--- src/design/bis_pkg.sv ---
package bis_pkg;

   // Stream payload widths
   localparam int DATA_W      = 32;
   localparam int CSR_INDEX_W = 1;
   localparam int CSR_DATA_W  = 1;

   // Register indexes
   localparam logic [CSR_INDEX_W-1:0] CSR_DESCENDING = 1'b0;
   localparam logic [CSR_INDEX_W-1:0] CSR_SIGNED     = 1'b1;

   // Sequencer states
   typedef enum logic [2:0] {
      ST_IDLE,
      ST_SEARCH,
      ST_PROBE,
      ST_SHIFT,
      ST_EMIT_RD,
      ST_EMIT_LD
   } state_type;

endpackage

--- src/design/binary_insertion_sort_top.sv ---
// Channel   Dir  tdata              tlast          tuser
// req_      in   item_value [31:0]  last_item      -
// rsp_      out  sorted_value[31:0] last_output    overflowed
// csr_      in   write enable, register index, 1-bit data
//
// Per key with n held, landing at p: accept, binary search probes (read, then
// compare; at most log2(n)+1), close the search, shift keys p..n-1 up and insert
// at p (no shift if p = n); the single store read port paces both. A last key
// adds readout, each result read then loaded. Reset is synchronous, active high,
// and empties the store (count cleared). A stalled result holds in the output
// register; the next key is taken while the final result of a run still waits.
module binary_insertion_sort_top
   import bis_pkg::*;
#(
   parameter int MAX_ELEMENTS = 64,
   parameter int KEY_WIDTH    = 32
) (
   input  logic                   clock,
   input  logic                   reset,
   input  logic                   csr_we,
   input  logic [CSR_INDEX_W-1:0] csr_index,  // 0 descending_order, 1 signed_compare
   input  logic [CSR_DATA_W-1:0]  csr_wdata,
   input  logic                   req_tvalid,
   output logic                   req_tready,
   input  logic [DATA_W-1:0]      req_tdata,  // [31:0] item_value
   input  logic                   req_tlast,
   output logic                   rsp_tvalid,
   input  logic                   rsp_tready,
   output logic [DATA_W-1:0]      rsp_tdata,  // [31:0] sorted_value
   output logic                   rsp_tlast,
   output logic                   rsp_tuser   // [0] overflowed
);

   localparam int AW = $clog2(MAX_ELEMENTS);

   logic                 mem_wr_en;
   logic [AW-1:0]        mem_wr_addr;
   logic [KEY_WIDTH-1:0] mem_wr_data;
   logic                 mem_rd_en;
   logic [AW-1:0]        mem_rd_addr;
   logic [KEY_WIDTH-1:0] mem_rd_data;

   bis_ctrl #(
      .MAX_ELEMENTS (MAX_ELEMENTS),
      .KEY_WIDTH    (KEY_WIDTH)
   ) u_ctrl (
      .clock       (clock),
      .reset       (reset),
      .csr_we      (csr_we),
      .csr_index   (csr_index),
      .csr_wdata   (csr_wdata),
      .req_tvalid  (req_tvalid),
      .req_tready  (req_tready),
      .req_tdata   (req_tdata),
      .req_tlast   (req_tlast),
      .rsp_tvalid  (rsp_tvalid),
      .rsp_tready  (rsp_tready),
      .rsp_tdata   (rsp_tdata),
      .rsp_tlast   (rsp_tlast),
      .rsp_tuser   (rsp_tuser),
      .mem_wr_en   (mem_wr_en),
      .mem_wr_addr (mem_wr_addr),
      .mem_wr_data (mem_wr_data),
      .mem_rd_en   (mem_rd_en),
      .mem_rd_addr (mem_rd_addr),
      .mem_rd_data (mem_rd_data)
   );

   bis_store #(
      .DEPTH (MAX_ELEMENTS),
      .WIDTH (KEY_WIDTH)
   ) u_store (
      .clock   (clock),
      .wr_en   (mem_wr_en),
      .wr_addr (mem_wr_addr),
      .wr_data (mem_wr_data),
      .rd_en   (mem_rd_en),
      .rd_addr (mem_rd_addr),
      .rd_data (mem_rd_data)
   );

endmodule

--- src/design/bis_store.sv ---
// Sorted key store: one write port, one read port, registered read data.
module bis_store #(
   parameter int DEPTH = 64,
   parameter int WIDTH = 32,
   parameter int AW    = $clog2(DEPTH)
) (
   input  logic             clock,
   input  logic             wr_en,
   input  logic [AW-1:0]    wr_addr,
   input  logic [WIDTH-1:0] wr_data,
   input  logic             rd_en,
   input  logic [AW-1:0]    rd_addr,
   output logic [WIDTH-1:0] rd_data
);

   logic [WIDTH-1:0] mem [DEPTH];
   logic [WIDTH-1:0] rd_data_ff;

   // Write port
   always_ff @(posedge clock) begin
      if (wr_en) begin
         mem[wr_addr] <= wr_data;
      end
   end

   // Read port, data held until the next read
   always_ff @(posedge clock) begin
      if (rd_en) begin
         rd_data_ff <= mem[rd_addr];
      end
   end

   assign rd_data = rd_data_ff;

endmodule

--- src/design/bis_ctrl.sv ---
// Insertion sequencer: binary search, shift-up, insert, then read out the run.
module bis_ctrl
   import bis_pkg::*;
#(
   parameter int MAX_ELEMENTS = 64,
   parameter int KEY_WIDTH    = 32,
   parameter int AW           = $clog2(MAX_ELEMENTS),
   parameter int CW           = $clog2(MAX_ELEMENTS + 1)
) (
   input  logic                   clock,
   input  logic                   reset,
   // configuration
   input  logic                   csr_we,
   input  logic [CSR_INDEX_W-1:0] csr_index,
   input  logic [CSR_DATA_W-1:0]  csr_wdata,
   // keys in
   input  logic                   req_tvalid,
   output logic                   req_tready,
   input  logic [DATA_W-1:0]      req_tdata,
   input  logic                   req_tlast,
   // sorted run out
   output logic                   rsp_tvalid,
   input  logic                   rsp_tready,
   output logic [DATA_W-1:0]      rsp_tdata,
   output logic                   rsp_tlast,
   output logic                   rsp_tuser,
   // store port
   output logic                   mem_wr_en,
   output logic [AW-1:0]          mem_wr_addr,
   output logic [KEY_WIDTH-1:0]   mem_wr_data,
   output logic                   mem_rd_en,
   output logic [AW-1:0]          mem_rd_addr,
   input  logic [KEY_WIDTH-1:0]   mem_rd_data
);

   localparam logic [CW-1:0] FULL = CW'(MAX_ELEMENTS);

   state_type            state_ff, state_in;
   logic [KEY_WIDTH-1:0] key_ff, key_in;
   logic                 last_ff, last_in;
   logic [CW-1:0]        lo_ff, lo_in;
   logic [CW-1:0]        hi_ff, hi_in;
   logic [CW-1:0]        idx_ff, idx_in;
   logic                 wr_pend_ff, wr_pend_in;
   logic [AW-1:0]        wr_addr_ff, wr_addr_in;
   logic [CW-1:0]        count_ff, count_in;
   logic                 ovf_ff, ovf_in;
   logic                 desc_ff, sgn_ff;
   logic                 rsp_valid_ff, rsp_valid_in;
   logic [DATA_W-1:0]    rsp_data_ff, rsp_data_in;
   logic                 rsp_last_ff, rsp_last_in;
   logic                 rsp_user_ff, rsp_user_in;

   logic [CW:0]          mid_sum;
   logic [CW-1:0]        mid;
   logic [KEY_WIDTH-1:0] cmp_a, cmp_b;
   logic                 key_first;
   logic [63:0]          in_wide, out_wide;
   logic                 rsp_free;
   logic                 rsp_pop;

   // Search midpoint
   assign mid_sum = {1'b0, lo_ff} + {1'b0, hi_ff};
   assign mid     = mid_sum[CW:1];

   // Key order: signed compare flips the sign bit
   always_comb begin
      cmp_a = key_ff;
      cmp_b = mem_rd_data;
      if (sgn_ff) begin
         cmp_a[KEY_WIDTH-1] = ~key_ff[KEY_WIDTH-1];
         cmp_b[KEY_WIDTH-1] = ~mem_rd_data[KEY_WIDTH-1];
      end
      key_first = desc_ff ? (cmp_a > cmp_b) : (cmp_a < cmp_b);
   end

   assign in_wide  = 64'(req_tdata);
   assign out_wide = 64'(mem_rd_data);
   assign rsp_pop  = rsp_valid_ff && rsp_tready;
   assign rsp_free = !rsp_valid_ff || rsp_tready;

   // Configuration registers
   always_ff @(posedge clock) begin
      if (reset) begin
         desc_ff <= 1'b0;
         sgn_ff  <= 1'b0;
      end else if (csr_we) begin
         unique case (csr_index)
            CSR_DESCENDING: desc_ff <= csr_wdata[0];
            CSR_SIGNED:     sgn_ff  <= csr_wdata[0];
            default:        ;
         endcase
      end
   end

   // Control state
   always_ff @(posedge clock) begin
      if (reset) begin
         state_ff     <= ST_IDLE;
         count_ff     <= '0;
         ovf_ff       <= 1'b0;
         wr_pend_ff   <= 1'b0;
         rsp_valid_ff <= 1'b0;
      end else begin
         state_ff     <= state_in;
         count_ff     <= count_in;
         ovf_ff       <= ovf_in;
         wr_pend_ff   <= wr_pend_in;
         rsp_valid_ff <= rsp_valid_in;
      end
   end

   // Payload and working registers
   always_ff @(posedge clock) begin
      key_ff      <= key_in;
      last_ff     <= last_in;
      lo_ff       <= lo_in;
      hi_ff       <= hi_in;
      idx_ff      <= idx_in;
      wr_addr_ff  <= wr_addr_in;
      rsp_data_ff <= rsp_data_in;
      rsp_last_ff <= rsp_last_in;
      rsp_user_ff <= rsp_user_in;
   end

   // Next state and store accesses
   always_comb begin
      state_in     = state_ff;
      key_in       = key_ff;
      last_in      = last_ff;
      lo_in        = lo_ff;
      hi_in        = hi_ff;
      idx_in       = idx_ff;
      wr_pend_in   = wr_pend_ff;
      wr_addr_in   = wr_addr_ff;
      count_in     = count_ff;
      ovf_in       = ovf_ff;
      rsp_valid_in = rsp_valid_ff && !rsp_pop;
      rsp_data_in  = rsp_data_ff;
      rsp_last_in  = rsp_last_ff;
      rsp_user_in  = rsp_user_ff;
      req_tready   = 1'b0;
      mem_wr_en    = 1'b0;
      mem_wr_addr  = wr_addr_ff;
      mem_wr_data  = mem_rd_data;
      mem_rd_en    = 1'b0;
      mem_rd_addr  = mid[AW-1:0];

      unique case (state_ff)
         ST_IDLE: begin
            req_tready = 1'b1;
            if (req_tvalid) begin
               key_in  = in_wide[KEY_WIDTH-1:0];
               last_in = req_tlast;
               lo_in   = '0;
               hi_in   = count_ff;
               idx_in  = '0;
               if (count_ff == FULL) begin
                  // drop the key, still emit on a last transfer
                  ovf_in   = 1'b1;
                  state_in = req_tlast ? ST_EMIT_RD : ST_IDLE;
               end else begin
                  state_in = ST_SEARCH;
               end
            end
         end

         ST_SEARCH: begin
            if (lo_ff < hi_ff) begin
               mem_rd_en   = 1'b1;
               mem_rd_addr = mid[AW-1:0];
               idx_in      = mid;
               state_in    = ST_PROBE;
            end else begin
               idx_in     = count_ff;
               wr_pend_in = 1'b0;
               state_in   = ST_SHIFT;
            end
         end

         ST_PROBE: begin
            // narrow the range; equal keys go past the probe
            if (key_first) begin
               hi_in = idx_ff;
            end else begin
               lo_in = idx_ff + 1'b1;
            end
            state_in = ST_SEARCH;
         end

         ST_SHIFT: begin
            // finish the move read in the previous cycle
            if (wr_pend_ff) begin
               mem_wr_en   = 1'b1;
               mem_wr_addr = wr_addr_ff;
               mem_wr_data = mem_rd_data;
            end
            if (idx_ff > lo_ff) begin
               mem_rd_en   = 1'b1;
               mem_rd_addr = AW'(idx_ff - 1'b1);
               wr_pend_in  = 1'b1;
               wr_addr_in  = idx_ff[AW-1:0];
               idx_in      = idx_ff - 1'b1;
            end else if (wr_pend_ff) begin
               wr_pend_in = 1'b0;
            end else begin
               // drop the key into the gap
               mem_wr_en   = 1'b1;
               mem_wr_addr = lo_ff[AW-1:0];
               mem_wr_data = key_ff;
               count_in    = count_ff + 1'b1;
               idx_in      = '0;
               state_in    = last_ff ? ST_EMIT_RD : ST_IDLE;
            end
         end

         ST_EMIT_RD: begin
            mem_rd_en   = 1'b1;
            mem_rd_addr = idx_ff[AW-1:0];
            state_in    = ST_EMIT_LD;
         end

         ST_EMIT_LD: begin
            if (rsp_free) begin
               rsp_valid_in = 1'b1;
               rsp_data_in  = out_wide[DATA_W-1:0];
               rsp_last_in  = (idx_ff + 1'b1) == count_ff;
               rsp_user_in  = ovf_ff;
               if ((idx_ff + 1'b1) == count_ff) begin
                  count_in = '0;
                  ovf_in   = 1'b0;
                  state_in = ST_IDLE;
               end else begin
                  idx_in   = idx_ff + 1'b1;
                  state_in = ST_EMIT_RD;
               end
            end
         end

         default: state_in = ST_IDLE;
      endcase
   end

   assign rsp_tvalid = rsp_valid_ff;
   assign rsp_tdata  = rsp_data_ff;
   assign rsp_tlast  = rsp_last_ff;
   assign rsp_tuser  = rsp_user_ff;

endmodule

--- config.mk ---
export PLATFORM = sky130hd
export DESIGN_NAME = binary_insertion_sort_top
export DESIGN_NICKNAME = d
export VERILOG_FILES = /design/src/design/bis_pkg.sv /design/src/design/binary_insertion_sort_top.sv /design/src/design/bis_store.sv /design/src/design/bis_ctrl.sv
export SDC_FILE = /design/constraint.sdc
export NUM_CORES = 2
export LEC_CHECK = 0
export ABC_AREA = 0
export BUFFER_PORTS_ARGS = -buffer_cell sky130_fd_sc_hd__buf_2
export CORE_ASPECT_RATIO = 1.75
export CORE_MARGIN = 2
export CORE_UTILIZATION = 55
export CTS_CLUSTER_SIZE = 25
export DETAILED_ROUTE_END_ITERATION = 10
export GPL_TIMING_DRIVEN = 0
export HOLD_SLACK_MARGIN = 0.1
export PLACE_DENSITY = 0.79
export SKIP_LAST_GASP = 1
export SLEW_MARGIN = 25
export SYNTH_ARGS = -nofsm -noshare
export SYNTH_HDL_FRONTEND = slang
export SYNTH_SLANG_ARGS = --single-unit
--- constraint.sdc ---
create_clock -name clock -period 15.55 [get_ports clock]
set_clock_uncertainty 0.2 [all_clocks]
set_input_delay 0.7775 -clock clock [delete_from_list [all_inputs] [get_ports clock]]
set_output_delay 0.7775 -clock clock [all_outputs]
set_load 0.02 [all_outputs]
==> metrics.yaml <==
status: "finished clean"
root_buffer: "clkbuf_16"
r2r-end: "u_store.rd_data[6]"
startpoint: "u_ctrl.lo_ff[3]"
ys_ff_latch: 2189
synth_compound_area_frac: 0.0847
leakage_nw: 35.0
syn_area_um2: 87900
wl_um: 312000
slew_headroom: 0.0827
cts_tree: "done"
io_buffers: 75
grt_pass1_wl_um: 433000
fin_total_pwr_mw: 21.2
fillers: 10600
fmax_mhz: 141
worst_ep_arrival_time_ns: 7.42
core_um2: 159000
synth_nets: 6651
dp_cells: 8861
r2r-start: "u_ctrl.lo_ff[3]"
area_growth_pct: 16.7
vias: 62500
die_w_um: 306
drc_errors: 0
clk-insertion-delay-late_ns: 0.89
crit_path_end: "u_store.rd_data[6]"
yosysWarnings: 0
async_flop_share: 0
dr.pass1.iters: 9
power.density_nw_per_um2: 207
final_nets: 7123
ir_drop_v: 0.000141
cts-resized-gates: 0
ant_nets: 0
required_ns: 15.86
cts.sinks: 2189
synthAdderAreaFrac: 0.00792
synth_edf_count: 2174
setup_violations: 0
vias_per_cell: 6.76
pin_count: 76
yosysUniqueCellTypes: 78
post-route-util: 0.644
post_cts_buffers: 0
rsz0062_at_grt: "no"
syn_area_per_cell_um2: 13.4
synth_xor_area_frac: 0.00278
dominantRegCellSynth: "edfxtp_1"
grtUsageTotal: 0.379
ys_seq_area_frac: 0.746
gp_congestion: 1.10
cts_hold_buf: 37
slew_viol_final: 0
tightestPinTransition_ns: 1.37
synth_top_family_by_area: "simple AND/OR/NAND/NOR gates"
crit_path_end_kind: "flop"
drt_iter0_drc: 9822
hold_class: "in2reg"
seq_power_share: 0.342
start_util: 0.552
power_frac_clock: 0.220
crit_fanout: 15
grt-ovfl-total: 0
swShare: 0.432
drive_gt1_frac: 0.125
wl_per_cell_um: 33.7
antenna_found_initial: 35
p_comb_frac: 0.438
rr_worst_depth: 15
setup_tns_ns: 0
reg2reg_slack_ns: 8.44
fin_cells: 9255
p_int_mw: 12.1
cts_buffers: 184
dieArea_um2: 163000
fin_crit_ns: 7.11
grt_pass1_vias: 60900
grt_max_degree: 38
rows: 194
start_kind: "flop"
crit_type: "reg2reg"
cts.htree.levels: 4
p_sw_mw: 9.17
cap_violations: 0
synth-simple-area-share: 0.131
layout_setup_ws_ns: 8.44
finalHoldViolCount: 0
fin_crit_sh: 0.457
die_h_um: 533
syn_inst: 6556
clk_pin_slew_ns: 0.08
cts_buffer_depth: 4
synth.area.mux_share: 0.00262
pre_cts_slack_ns: 9.08
hpwlAfterDp_um: 221000
-- kinds of logic (layout without fill, tap and decap cells) --
| family | after synthesis | after routing |
|---|---|---|
| compound gates | 1111 | 1111 |
| xor+xnor | 23 | 23 |
| fa+ha+maj | 55 | 55 |
| buf+inv | 502 | 1114 |
| flops | 2189 | 2189 |
| mux | 22 | 22 |
| other cells | 0 | 29 |
| simple gates | 2654 | 2654 |
-- cells in the final DEF, fill, tap and decap left out, types with 108 or more instances in the layout --
cell type / synthesis / routed
a21oi_1: 407 / 407
a22oi_1: 153 / 153
a311oi_1: 129 / 128
and3_1: 137 / 137
buf_16: 0 / 120
buf_2: 166 / 241
clkbuf_1: 201 / 214
clkbuf_16: 0 / 187
edfxtp_1: 2174 / 2174
nand2_1: 1749 / 1748
nand3_1: 454 / 454
nor2_1: 173 / 108
-- routing by layer --
layer  up-vias  GRT usage  share of wire
li1      25500          -              -
met3      1530      0.111           0.12
met2      5408      0.616           0.47
met5         -          0        0.00047
met1     30100      0.383           0.28
met4        20      0.375           0.13
-- flip-flops by register name, indices dropped and copies added, names as in the netlist, 3 cells and up --
name	count
u_ctrl.key_ff	32
u_ctrl.idx_ff	7
u_store.mem	2048
u_ctrl.lo_ff	7
u_ctrl.rsp_tdata	32
u_ctrl.count_ff	7
u_store.rd_data	32
u_ctrl.state_ff	3
u_ctrl.wr_addr_ff	6
u_ctrl.hi_ff	7
-- power by group through the flow --
stage / registers, mW / logic [mW] / clock network (mW)
floorplan: 7.48 / 3.97 / 0
global placement: 7.76 / 7.53 / 0
detailed placement: 7.40 / 8.43 / 0
CTS: 7.27 / 8.52 / 4.63
global route: 7.27 / 9.29 / 4.83
finish: 7.27 / 9.29 / 4.67
-- how the worst min path moves through the flow --
stage / startpoint / to / slack (ns) / cells past startpoint
finish: csr_index / u_ctrl.desc_ff / 0.15 / 4
global route: csr_index / u_ctrl.desc_ff / 0.19 / 4
CTS: csr_index / u_ctrl.desc_ff / 0.12 / 4
detailed placement: u_store.rd_data[26] / u_ctrl.rsp_tdata[26] / 0.24 / 0
global placement: u_ctrl.ovf_ff / u_ctrl.rsp_tuser / 0.23 / 0
floorplan: u_ctrl.ovf_ff / u_ctrl.rsp_tuser / 0.21 / 0
-- critical path, cell delays in order (launching register included) --
cell and delay [ns]:
edfxtp_1 0.53, inv_1 0.17, ha_1 0.31, nand4_1 0.25, a21oi_1 0.36, o21ai_2 0.13, inv_2 0.15, buf_4 0.30
o32a_2 0.49, buf_2 0.44, buf_2 0.63, clkbuf_1 0.81, a311oi_1 0.22, a31oi_1 1.05, a32oi_1 0.36, nor4b_2 0.36
-- synth_stat cells, types with 15 or more instances --
cell | n | share of area
nand3_1 | 454 | 0.026
edfxtp_1 | 2174 | 0.74
a311oi_1 | 129 | 0.013
a22o_1 | 32 | 0.0032
ha_1 | 54 | 0.0077
o21ai_0 | 55 | 0.0031
a31oi_1 | 97 | 0.0069
clkbuf_1 | 201 | 0.0086
a221oi_1 | 34 | 0.0034
nor2_1 | 173 | 0.0074
a32oi_1 | 32 | 0.0032
nor4b_2 | 30 | 0.0051
a32o_1 | 32 | 0.0036
a22oi_1 | 153 | 0.013
nor3_1 | 17 | 0.00097
nand4_1 | 17 | 0.0012
buf_2 | 166 | 0.0095
inv_1 | 59 | 0.0025
nand2_1 | 1749 | 0.075
a21oi_1 | 407 | 0.023
and3_1 | 137 | 0.0098
buf_4 | 17 | 0.0015
o22ai_1 | 64 | 0.0046
dfxtp_1 | 15 | 0.0034
buf_1 | 56 | 0.0024
nor4_1 | 35 | 0.0025
a21o_1 | 15 | 0.0013
-- through the flow --
| step | hold slack (ns) | cell area (um2) |
|---|---|---|
| 3_5_place_dp | 0.235 | 96100 |
| 3_3_place_gp | 0.233 | 90800 |
| 6_report | 0.151 | 103000 |
| 2_1_floorplan | 0.209 | 87900 |
| 5_1_grt | 0.193 | 102000 |
| 4_1_cts | 0.118 | 102000 |
-- area by class of cell --
type                            count  area, um2  area share
Sequential cell                  2189      65600       0.640
Multi-Input combinational cell   3865      21200       0.207
Timing Repair Buffer              286       5020      0.0490
Clock buffer                      206       4750      0.0463
Tap cell                         2058       2570      0.0251
Buffer                            442       1950      0.0190
Clock inverter                    120       1140      0.0112
Inverter                           60        225     0.00220
Antenna cell                       29       72.6    0.000708
(Power assumes the default switching activity.)
